## config.mk

```make
export PLATFORM = sky130hd
export DESIGN_NAME = hub_enumeration_recovery_watchdog
export DESIGN_NICKNAME = d
export VERILOG_FILES = /design/src/hw/rtl/hubwd_pkg.sv /design/src/hw/rtl/hub_enumeration_recovery_watchdog.sv /design/src/hw/rtl/hubwd_cfg.sv /design/src/hw/rtl/hubwd_core.sv
export SDC_FILE = /design/constraint.sdc
export NUM_CORES = 1
export LEC_CHECK = 0
export BUFFER_PORTS_ARGS = -buffer_cell sky130_fd_sc_hd__buf_2
export CORE_ASPECT_RATIO = 0.5
export CORE_MARGIN = 2
export CORE_UTILIZATION = 44
export DETAILED_ROUTE_END_ITERATION = 7
export HOLD_SLACK_MARGIN = 0.02
export PLACE_DENSITY_LB_ADDON = 0.05
export SLEW_MARGIN = 15
export SYNTH_ARGS = -nofsm -noshare
export SYNTH_HDL_FRONTEND = slang
export SYNTH_SLANG_ARGS = --single-unit
```

## constraint.sdc

```tcl
create_clock -name i_clk -period 5.2 [get_ports i_clk]
set_input_delay 0.52 -clock i_clk [delete_from_list [all_inputs] [get_ports i_clk]]
set_output_delay 0.52 -clock i_clk [all_outputs]
set_load 0.02 [all_outputs]
```

## src/hw/rtl/hubwd_pkg.sv

```systemverilog
`timescale 1ns / 1ps

package hubwd_pkg;

    // Tick counter width; the counter saturates at all ones
    localparam int TIMER_WIDTH = 20;

    // Register widths
    localparam int GRACE_W   = 20;
    localparam int PULSE_W   = 10;
    localparam int OBSERVE_W = 20;
    localparam int TRIES_W   = 4;
    localparam int CFG_IDX_W = 2;
    localparam int CFG_DAT_W = 20;

    // Common compare width for counter against limits
    localparam int CMP_W = (TIMER_WIDTH > GRACE_W) ? TIMER_WIDTH : GRACE_W;

    // Register indexes
    localparam logic [CFG_IDX_W-1:0] CFG_GRACE   = 2'd0;
    localparam logic [CFG_IDX_W-1:0] CFG_PULSE   = 2'd1;
    localparam logic [CFG_IDX_W-1:0] CFG_OBSERVE = 2'd2;
    localparam logic [CFG_IDX_W-1:0] CFG_TRIES   = 2'd3;

    // Register reset values
    localparam logic [GRACE_W-1:0]   GRACE_RST   = 20'd10000;
    localparam logic [PULSE_W-1:0]   PULSE_RST   = 10'd10;
    localparam logic [OBSERVE_W-1:0] OBSERVE_RST = 20'd3000;
    localparam logic [TRIES_W-1:0]   TRIES_RST   = 4'd2;

    // Item mode codes
    localparam logic MODE_TICK = 1'b0;
    localparam logic MODE_ARM  = 1'b1;

    typedef enum logic [1:0] {
        PH_GRACE   = 2'd0,
        PH_PULSE   = 2'd1,
        PH_OBSERVE = 2'd2,
        PH_DONE    = 2'd3
    } t_phase;

    typedef struct packed {
        logic [GRACE_W-1:0]   grace_ticks;
        logic [PULSE_W-1:0]   pulse_ticks;
        logic [OBSERVE_W-1:0] observe_ticks;
        logic [TRIES_W-1:0]   max_tries;
    } t_cfg;

    typedef struct packed {
        logic               hub_enable;
        t_phase             phase;
        logic [TRIES_W-1:0] attempts;
        logic               pulse_started;
        logic               gave_up;
    } t_result;

endpackage

```

## src/hw/rtl/hub_enumeration_recovery_watchdog.sv

```systemverilog
`timescale 1ns / 1ps
// A result word appears on the output in the cycle after its input word is accepted.
// Throughput: one word per cycle while no stall holds the input; the single state update
// and result register set the pace. Input stall follows output stall only while the
// result register is full. Reset (synchronous, active low) sets grace phase, zero count
// and attempts, clears the give-up flag and loads the register defaults.

module hub_enumeration_recovery_watchdog import hubwd_pkg::*; (
    input  logic                 i_clk,
    input  logic                 i_rst_n,
    input  logic                 i_in_valid,
    output logic                 o_in_stall,
    input  logic                 i_mode,
    input  logic                 i_cold_boot,
    input  logic                 i_usb_mounted,
    output logic                 o_out_valid,
    input  logic                 i_out_stall,
    output logic                 o_hub_enable,
    output logic [1:0]           o_phase,
    output logic [TRIES_W-1:0]   o_attempts,
    output logic                 o_pulse_started,
    output logic                 o_gave_up,
    input  logic                 i_cfg_we,
    input  logic [CFG_IDX_W-1:0] i_cfg_index,
    input  logic [CFG_DAT_W-1:0] i_cfg_wdata
);

    t_cfg    cfg;
    t_result result;
    t_result r_out;
    logic    r_out_valid;
    logic    accept;

    hubwd_cfg u_cfg (
        .i_clk       (i_clk),
        .i_rst_n     (i_rst_n),
        .i_cfg_we    (i_cfg_we),
        .i_cfg_index (i_cfg_index),
        .i_cfg_wdata (i_cfg_wdata),
        .o_cfg       (cfg)
    );

    hubwd_core u_core (
        .i_clk         (i_clk),
        .i_rst_n       (i_rst_n),
        .i_accept      (accept),
        .i_mode        (i_mode),
        .i_cold_boot   (i_cold_boot),
        .i_usb_mounted (i_usb_mounted),
        .i_cfg         (cfg),
        .o_result      (result)
    );

    // Take a word whenever the result register is empty or drains this cycle
    assign o_in_stall = r_out_valid & i_out_stall;
    assign accept     = i_in_valid & ~o_in_stall;

    // Result register
    always_ff @(posedge i_clk) begin
        if (!i_rst_n) begin
            r_out_valid <= 1'b0;
        end else if (accept) begin
            r_out_valid <= 1'b1;
        end else if (!i_out_stall) begin
            r_out_valid <= 1'b0;
        end
    end

    always_ff @(posedge i_clk) begin
        if (accept) begin
            r_out <= result;
        end
    end

    assign o_out_valid     = r_out_valid;
    assign o_hub_enable    = r_out.hub_enable;
    assign o_phase         = r_out.phase;
    assign o_attempts      = r_out.attempts;
    assign o_pulse_started = r_out.pulse_started;
    assign o_gave_up       = r_out.gave_up;

endmodule

```

## src/hw/rtl/hubwd_cfg.sv

```systemverilog
`timescale 1ns / 1ps

module hubwd_cfg import hubwd_pkg::*; (
    input  logic                 i_clk,
    input  logic                 i_rst_n,
    input  logic                 i_cfg_we,
    input  logic [CFG_IDX_W-1:0] i_cfg_index,
    input  logic [CFG_DAT_W-1:0] i_cfg_wdata,
    output t_cfg                 o_cfg
);

    t_cfg r_cfg;

    // Register file, written one register per cycle
    always_ff @(posedge i_clk) begin
        if (!i_rst_n) begin
            r_cfg.grace_ticks   <= GRACE_RST;
            r_cfg.pulse_ticks   <= PULSE_RST;
            r_cfg.observe_ticks <= OBSERVE_RST;
            r_cfg.max_tries     <= TRIES_RST;
        end else if (i_cfg_we) begin
            unique case (i_cfg_index)
                CFG_GRACE:   r_cfg.grace_ticks   <= i_cfg_wdata[GRACE_W-1:0];
                CFG_PULSE:   r_cfg.pulse_ticks   <= i_cfg_wdata[PULSE_W-1:0];
                CFG_OBSERVE: r_cfg.observe_ticks <= i_cfg_wdata[OBSERVE_W-1:0];
                CFG_TRIES:   r_cfg.max_tries     <= i_cfg_wdata[TRIES_W-1:0];
                default: ;
            endcase
        end
    end

    assign o_cfg = r_cfg;

endmodule

```

## src/hw/rtl/hubwd_core.sv

```systemverilog
`timescale 1ns / 1ps

module hubwd_core import hubwd_pkg::*; (
    input  logic    i_clk,
    input  logic    i_rst_n,
    input  logic    i_accept,
    input  logic    i_mode,
    input  logic    i_cold_boot,
    input  logic    i_usb_mounted,
    input  t_cfg    i_cfg,
    output t_result o_result
);

    t_phase                 r_phase, n_phase;
    logic [TIMER_WIDTH-1:0] r_elapsed, n_elapsed;
    logic [TRIES_W-1:0]     r_attempts, n_attempts;
    logic                   r_gave_up, n_gave_up;
    logic                   started;
    logic [TIMER_WIDTH-1:0] elapsed_inc;
    logic [CMP_W-1:0]       cmp_elapsed;

    // Saturating tick count
    assign elapsed_inc = (r_elapsed == '1) ? r_elapsed : r_elapsed + TIMER_WIDTH'(1);
    assign cmp_elapsed = CMP_W'(elapsed_inc);

    // Next state for one word
    always_comb begin
        n_phase    = r_phase;
        n_elapsed  = r_elapsed;
        n_attempts = r_attempts;
        n_gave_up  = r_gave_up;
        started    = 1'b0;
        if (i_mode == MODE_ARM) begin
            if (i_cold_boot) begin
                n_attempts = '0;
            end
            n_phase   = PH_GRACE;
            n_elapsed = '0;
            n_gave_up = 1'b0;
        end else begin
            unique case (r_phase)
                PH_GRACE: begin
                    if (i_usb_mounted) begin
                        n_attempts = '0;
                        n_phase    = PH_DONE;
                    end else begin
                        n_elapsed = elapsed_inc;
                        if (cmp_elapsed >= CMP_W'(i_cfg.grace_ticks)) begin
                            if (r_attempts >= i_cfg.max_tries) begin
                                n_gave_up = 1'b1;
                                n_phase   = PH_DONE;
                            end else begin
                                // starting tick is the first low tick
                                n_attempts = r_attempts + TRIES_W'(1);
                                n_phase    = PH_PULSE;
                                n_elapsed  = '0;
                                started    = 1'b1;
                            end
                        end
                    end
                end
                PH_PULSE: begin
                    n_elapsed = elapsed_inc;
                    if (cmp_elapsed >= CMP_W'(i_cfg.pulse_ticks)) begin
                        n_phase   = PH_OBSERVE;
                        n_elapsed = '0;
                    end
                end
                PH_OBSERVE: begin
                    if (i_usb_mounted) begin
                        n_attempts = '0;
                        n_phase    = PH_DONE;
                    end else begin
                        n_elapsed = elapsed_inc;
                        if (cmp_elapsed > CMP_W'(i_cfg.observe_ticks)) begin
                            n_phase   = PH_GRACE;
                            n_elapsed = '0;
                        end
                    end
                end
                PH_DONE: ;
                default: ;
            endcase
        end
    end

    // State registers advance on each accepted word
    always_ff @(posedge i_clk) begin
        if (!i_rst_n) begin
            r_phase    <= PH_GRACE;
            r_elapsed  <= '0;
            r_attempts <= '0;
            r_gave_up  <= 1'b0;
        end else if (i_accept) begin
            r_phase    <= n_phase;
            r_elapsed  <= n_elapsed;
            r_attempts <= n_attempts;
            r_gave_up  <= n_gave_up;
        end
    end

    // Result for this word
    always_comb begin
        o_result.hub_enable    = (n_phase != PH_PULSE);
        o_result.phase         = n_phase;
        o_result.attempts      = n_attempts;
        o_result.pulse_started = started;
        o_result.gave_up       = n_gave_up;
    end

endmodule

```

Yosys cells after proc, flatten, opt, wreduce, memory -nomap -nowiden
Cells that the tools add are included.
{"block": "totals", "register_bits": 91, "input_bits": 30, "out_inout_bits": 11, "word_cells": 76}
{"block": "op_classes", "addsub": 2, "order_cmp": 4, "eq_ne": 10, "n_mux": 32, "n_bitwise": 5, "n_reduce_logical": 9}
{"operator": "$mux W20", "count": 8}
{"operator": "$pmux W20 S3", "count": 1}
{"operator": "$mux W4", "count": 6}
{"operator": "$add A20 B1 Y20 const B", "count": 1}
{"operator": "$eq A20 B20 Y1 const B", "count": 1}
{"operator": "$ge A20 B10 Y1", "count": 1}
{"operator": "$ge A20 B20 Y1", "count": 1}
{"operator": "$gt A20 B20 Y1", "count": 1}
{"operator": "$mux W2", "count": 7}
{"operator": "$mux W1", "count": 8}
{"operator": "$pmux W4 S2", "count": 1}
{"operator": "$reduce_and A2 Y1", "count": 4}
{"operator": "$eq A2 B2 Y1 const B", "count": 3}
{"operator": "$ne A3 B3 Y1 const B", "count": 2}
{"operator": "$pmux W2 S3", "count": 1}
{"operator": "$add A4 B1 Y4 const B", "count": 1}
{"operator": "$eq A2 B1 Y1 const B", "count": 2}
{"operator": "$ge A4 B4 Y1", "count": 1}
{"operator": "$logic_not A2 Y1", "count": 2}
{"operator": "$ne A2 B1 Y1 const B", "count": 2}
{"operator": "$reduce_and A4 Y1", "count": 1}
{"operator": "$reduce_bool A4 Y1", "count": 1}
{"operator": "$reduce_or A4 Y1", "count": 1}
{"operator": "$not A1 Y1", "count": 3}
{"operator": "$and A1 B1 Y1", "count": 2}

Logic depth before layout (Yosys ltp)
{"block": "logic_depth", "depth_word": 8, "mapped_depth": 20, "mapped_depth_nobuf": 17}

By module
From an unflattened synthesis, not the netlist that was laid out.
{"block": "hier_totals", "hier_cells": 677, "area_unflattened_um2": 5821.8}
{"module": "hubwd_core", "instances": 1, "cells_per_inst": 449, "area_each_um2": 3385.7, "seq_area_each_um2": 540.5}
{"module": "hubwd_cfg", "instances": 1, "cells_per_inst": 215, "area_each_um2": 2123.3, "seq_area_each_um2": 1081.0}
{"module": "hub_enumeration_recovery_watchdog", "instances": 1, "cells_per_inst": 13, "area_each_um2": 312.8, "seq_area_each_um2": 290.3}

Least setup slack after synthesis
No wires, ideal clock.
{"block": "synth_path", "kind": "register to register", "from": "register u_core.r_elapsed[11]", "to": "register r_out, in the netlist o_hub_enable (data pin)", "setup_ns": 0.281, "arrival_time_ns": 4.019, "required_ns": 4.919, "setup_slack_ns": 0.900, "path_stages_with_launch": 18, "n_path_buf": 2, "period_less_slack_ns": 4.300, "cell_sequence": "dfxtp_1 -> clkbuf_1 -> nand4_1 -> nor4_1 -> and2_1 -> clkbuf_1 -> nor2_1 -> and3_1 -> xor2_1 -> ha_1 -> a211oi_1 -> nor2_1 -> a211oi_1 -> o41a_1 -> a21o_1 -> o211ai_1 -> a2111oi_0 -> o31ai_1"}
{"item": "start: declaration", "line_no": "hubwd_core.sv:15", "text": "logic [TIMER_WIDTH-1:0] r_elapsed, n_elapsed;"}
{"item": "start signal: assignment", "line_no": "hubwd_core.sv:96", "text": "r_elapsed <= n_elapsed;"}
{"item": "end signal: assignment", "line_no": "hub_enumeration_recovery_watchdog.sv:71", "text": "r_out <= result;"}
{"item": "end: declaration", "line_no": "hub_enumeration_recovery_watchdog.sv:30", "text": "t_result r_out;"}

Final worst setup path
{"block": "layout_path", "from": "register u_core.r_elapsed[11]", "to": "register u_core.r_elapsed[4]"}
{"block": "layout_via", "elab_chain_cells": 7, "elab_cells_between_ends": 14, "cone_classes": "add/sub (1); order compare (3); eq/ne (1); mux (9)"}
{"item": "$add A20 B1 Y20 or $eq A20 B20 Y1 (tied branches)", "line_no": "hubwd_core.sv:23", "text": "assign elapsed_inc = (r_elapsed == '1) ? r_elapsed : r_elapsed + TIMER_WIDTH'(1);"}
{"item": "$mux W20 *", "line_no": "hubwd_core.sv:23"}
{"item": "$gt A20 B20 Y1 (tied with other cells)", "line_no": "hubwd_core.sv:75", "text": "if (cmp_elapsed > CMP_W'(i_cfg.observe_ticks)) begin"}
{"item": "$mux W20 (on tied branches)", "line_no": "hubwd_core.sv:75, hubwd_core.sv:48"}
{"item": "$mux W20 (on tied branches)", "line_no": "hubwd_core.sv:70, hubwd_core.sv:43"}
{"item": "$pmux W20 S3 *", "line_no": "hubwd_core.sv:41", "text": "unique case (r_phase)"}
{"item": "$mux W20 *", "line_no": "hubwd_core.sv:33", "text": "if (i_mode == MODE_ARM) begin"}
Every way passes the cells marked *; elsewhere a longest branch is shown, timed or not. The select of a mux whose other input is x is not followed.
A chain may end at the register's enable or synchronous reset.

==> reports/qor.csv <==
metric,value,unit
yosysWarnings,0,
skew,0.00846,ns
drtIter0Drc,298,
syn-num-nets,757,
hold-worst-slack,0.395,ns
finalInstanceArea,0.00608,mm^2
syn_area_per_cell,8.11,um^2
dominantRegCellSynth,dfxtp_1,
rrSetupSlack,0.44,ns
post-dp-hpwl,10.3,mm
syn_inst,667,
grt-ovfl-total,0,
crit_path_start,u_core.r_elapsed[11]$_SDFFE_PN0P_,
grt_pass1_vias,4270,
numCtsBuffers,9,
port_buffers,40,
finish.utilization,51.0,%
p_switching,0.408,mW
vdd.ir_drop.worst,123,uV
grt_pass1_wl,22.5,mm
avgRoutedWirePerCell,16.0,um
leakage,2.60,nW
cts_max_path_buffers,2,
synth_edf_count,9,
place.gp.congestion,0.880,
cts-htree-levels,3,
fmax,210,MHz
power.total,1.62,mW
setup_ws,0.439,ns
io_pins,41,
std_cell_rows,28,
maxSlewViolCount,0,
critPathRequiredTime,5.48,ns
status,"complete, no violations",
cts-root-buf,clkbuf_16,
viasPerCell,5.41,
reg2reg_to,u_core.r_elapsed[4]$_SDFFE_PN0P_,
cp-start-kind,flip-flop,
cpPeakStageDelay,0.49,ns
finalNonFillerCells,869,
min_from,i_in_valid,
cp_slowest_cell,a21oi_1,
power_density,266,mW/mm^2
p_sw_share,25.2,%
seq_power_share,45.9,%
tightest_slew,0.932,ns
yosysTopAreaCell,dfxtp_1,
dpl_cell_area,0.00576,mm^2
drt-pass1-iter-count,4,
diodes,0,
drc,0,
drive_above_1_share,11.6,%
hold_violations,0,
dp_cells,853,
wl,13.9,mm
syn_area,0.00541,mm^2
layout_commonest_cell,nand2_1,
critPathMaxFanout,17,
hold_path_end,o_out_valid$_SDFFE_PN0P_,
dieArea,0.0132,mm^2
combPwrFrac,10.2,%
final_cell_mix,"130 x nand2_1, 82 x dfxtp_1, 64 x inv_1",
min_path_cells,2,
period_needed,4.76,ns
via_count,4702,
synth_top_area_share,30.3,%
grt_max_degree,39,
critPathKind,flip-flop to flip-flop,
p_clk_share,43.9,%
antenna_left,0,
antenna_found_initial,0,
setup_viol,0,
fin_tns_setup,0,ns
synth.distinct_cells,61,
cts_tree,yes,
syn2layout_area_growth,12.4,%
rsz0062_at_grt,false,
track_usage,22.0,%
async_reset_ff_share,0,%
max-slew-margin-rel,37.7,%
min_period_over_period,91.6,%
critical_path_arrival,5.04,ns
maxCapViolCount,0,
yosysSeqAreaShare,35.3,%
clock-sinks,91,
postCtsSetupBuffers,0,
cp-end-kind,flip-flop,
hold_class,primary input to flip-flop,
r2r-start,u_core.r_elapsed[11]$_SDFFE_PN0P_,
die_h,82.4,um
core_area,0.0119,mm^2
worstPathCellList,nand4_1 > nor4_2 > and2_1 > nor2_1 > and3_1 > xor2_1 > ha_1 > a211oi_1 > nor2_1 > a211oi_1 > o41a_1 > a21oi_1 > a21oi_1 > and2_4 > a22o_1,
die_w,161,um
place_ws,0.494,ns
p_int,1.21,mW
reg2reg_depth,15,
clkTransAtPathRegs,0.07,ns
initial_utilization,45.4,%
yosys-top-cells-area,"dfxtp_1 30%, ha_1 14%, nand2_1 9.0%",
clkLatencyLatePin,0.35,ns
nets,789,
ys_seq_elements,91,
fillCellCount,1224,
==> cells by family (layout without fill, tap and decap cells) <==
kind of cell / Yosys count / in the layout / share of synthesized area [%]
AOI/OAI and AO/OA: 166 / 166 / 20.2
xor gates and xnor gates: 11 / 11 / 1.78
adders and majority gates: 60 / 60 / 13.9
buffers and inverters: 92 / 129 / 6.80
DFF: 91 / 91 / 35.3
muxes: 8 / 8 / 1.53
and+or+nand+nor: 239 / 239 / 20.4
==> how the worst max path moves through the flow <==
stage | endpoint | slack [ns]
after floorplan | o_hub_enable$_DFFE_PP_ | 0.90
after global placement | o_hub_enable$_DFFE_PP_ | 0.61
after detailed placement | o_hub_enable$_DFFE_PP_ | 0.49
after CTS | u_core.r_elapsed[4]$_SDFFE_PN0P_ | 0.46
after global routing | o_hub_enable$_DFFE_PP_ | 0.04
final | u_core.r_elapsed[4]$_SDFFE_PN0P_ | 0.44
==> power groups by stage <==
stage	sequential (mW)	combinational (mW)	clock [mW]
5_1_grt	0.745	0.187	0.759
3_5_place_dp	0.758	0.164	0
2_1_floorplan	0.762	0.102	0
6_report	0.742	0.165	0.711
4_1_cts	0.742	0.166	0.728
3_3_place_gp	0.758	0.164	0
==> synthesized netlist by cell type (2+ instances only) <==
master / n
and2_1: 2
a21oi_1: 57
ha_1: 60
a32oi_1: 2
o21a_1: 5
a31oi_1: 9
or3_1: 2
mux2i_1: 6
inv_1: 64
nand2b_1: 5
o21ai_0: 18
nand3_1: 14
nand4_1: 16
nor2_1: 26
a21boi_0: 3
clkinv_1: 2
nor3b_1: 2
a211oi_1: 6
nand2_1: 130
or2_2: 5
nor2b_1: 5
dfxtp_1: 82
o22ai_1: 2
o21ba_2: 2
a22o_1: 17
a2111oi_0: 3
xor2_1: 4
xnor2_1: 7
o211ai_1: 18
o31ai_1: 4
nor3_1: 9
and4_1: 2
edfxtp_1: 9
or4_1: 3
clkbuf_1: 22
nor4_1: 8
and3_1: 4
a21o_1: 8
mux2_2: 2
==> worst max-delay path, delay by kind of cell, from the launching register on <==
family	cells	cell delay [ns]
adder cells (fa/ha/maj)	1	0.32
flip-flops	1	0.47
AND/OR/NAND/NOR	7	1.84
XOR/XNOR	1	0.32
AO/OA/AOI/OAI	6	1.73
==> repair_timing <==
action | CTS | global route
gates resized for setup | 0 | 1
hold buffers | 0 | 0
endpoints found under the setup margin | 0 | 2
==> cell type report <==
cell class	count	area, um^2	area share [%]
multi-input combinational	484	3140	51.7
inverter	66	248	4.08
timing repair buffer	47	253	4.16
clock buffer	9	225	3.71
sequential	91	1910	31.5
tap	165	206	3.40
clock inverter	7	91.3	1.50
==> state kept, by name (all words and copies together), names as in the netlist <==
register	count
u_core.r_elapsed	20
o_out_valid	1
o_hub_enable	1
u_core.r_attempts	4
u_core.r_gave_up	1
o_phase	2
o_gave_up	1
u_cfg.o_cfg	54
o_pulse_started	1
u_core.r_phase	2
o_attempts	4
==> metal layers <==
layer,share of wire (%),track usage (%),vias to the layer above
li1,-,-,2411
met1,55,32.8,2182
met2,39,32.5,98
met3,5.1,4.75,11
met4,0.65,4.55,0
met5,0,0,-
(Power assumes the default switching activity.)
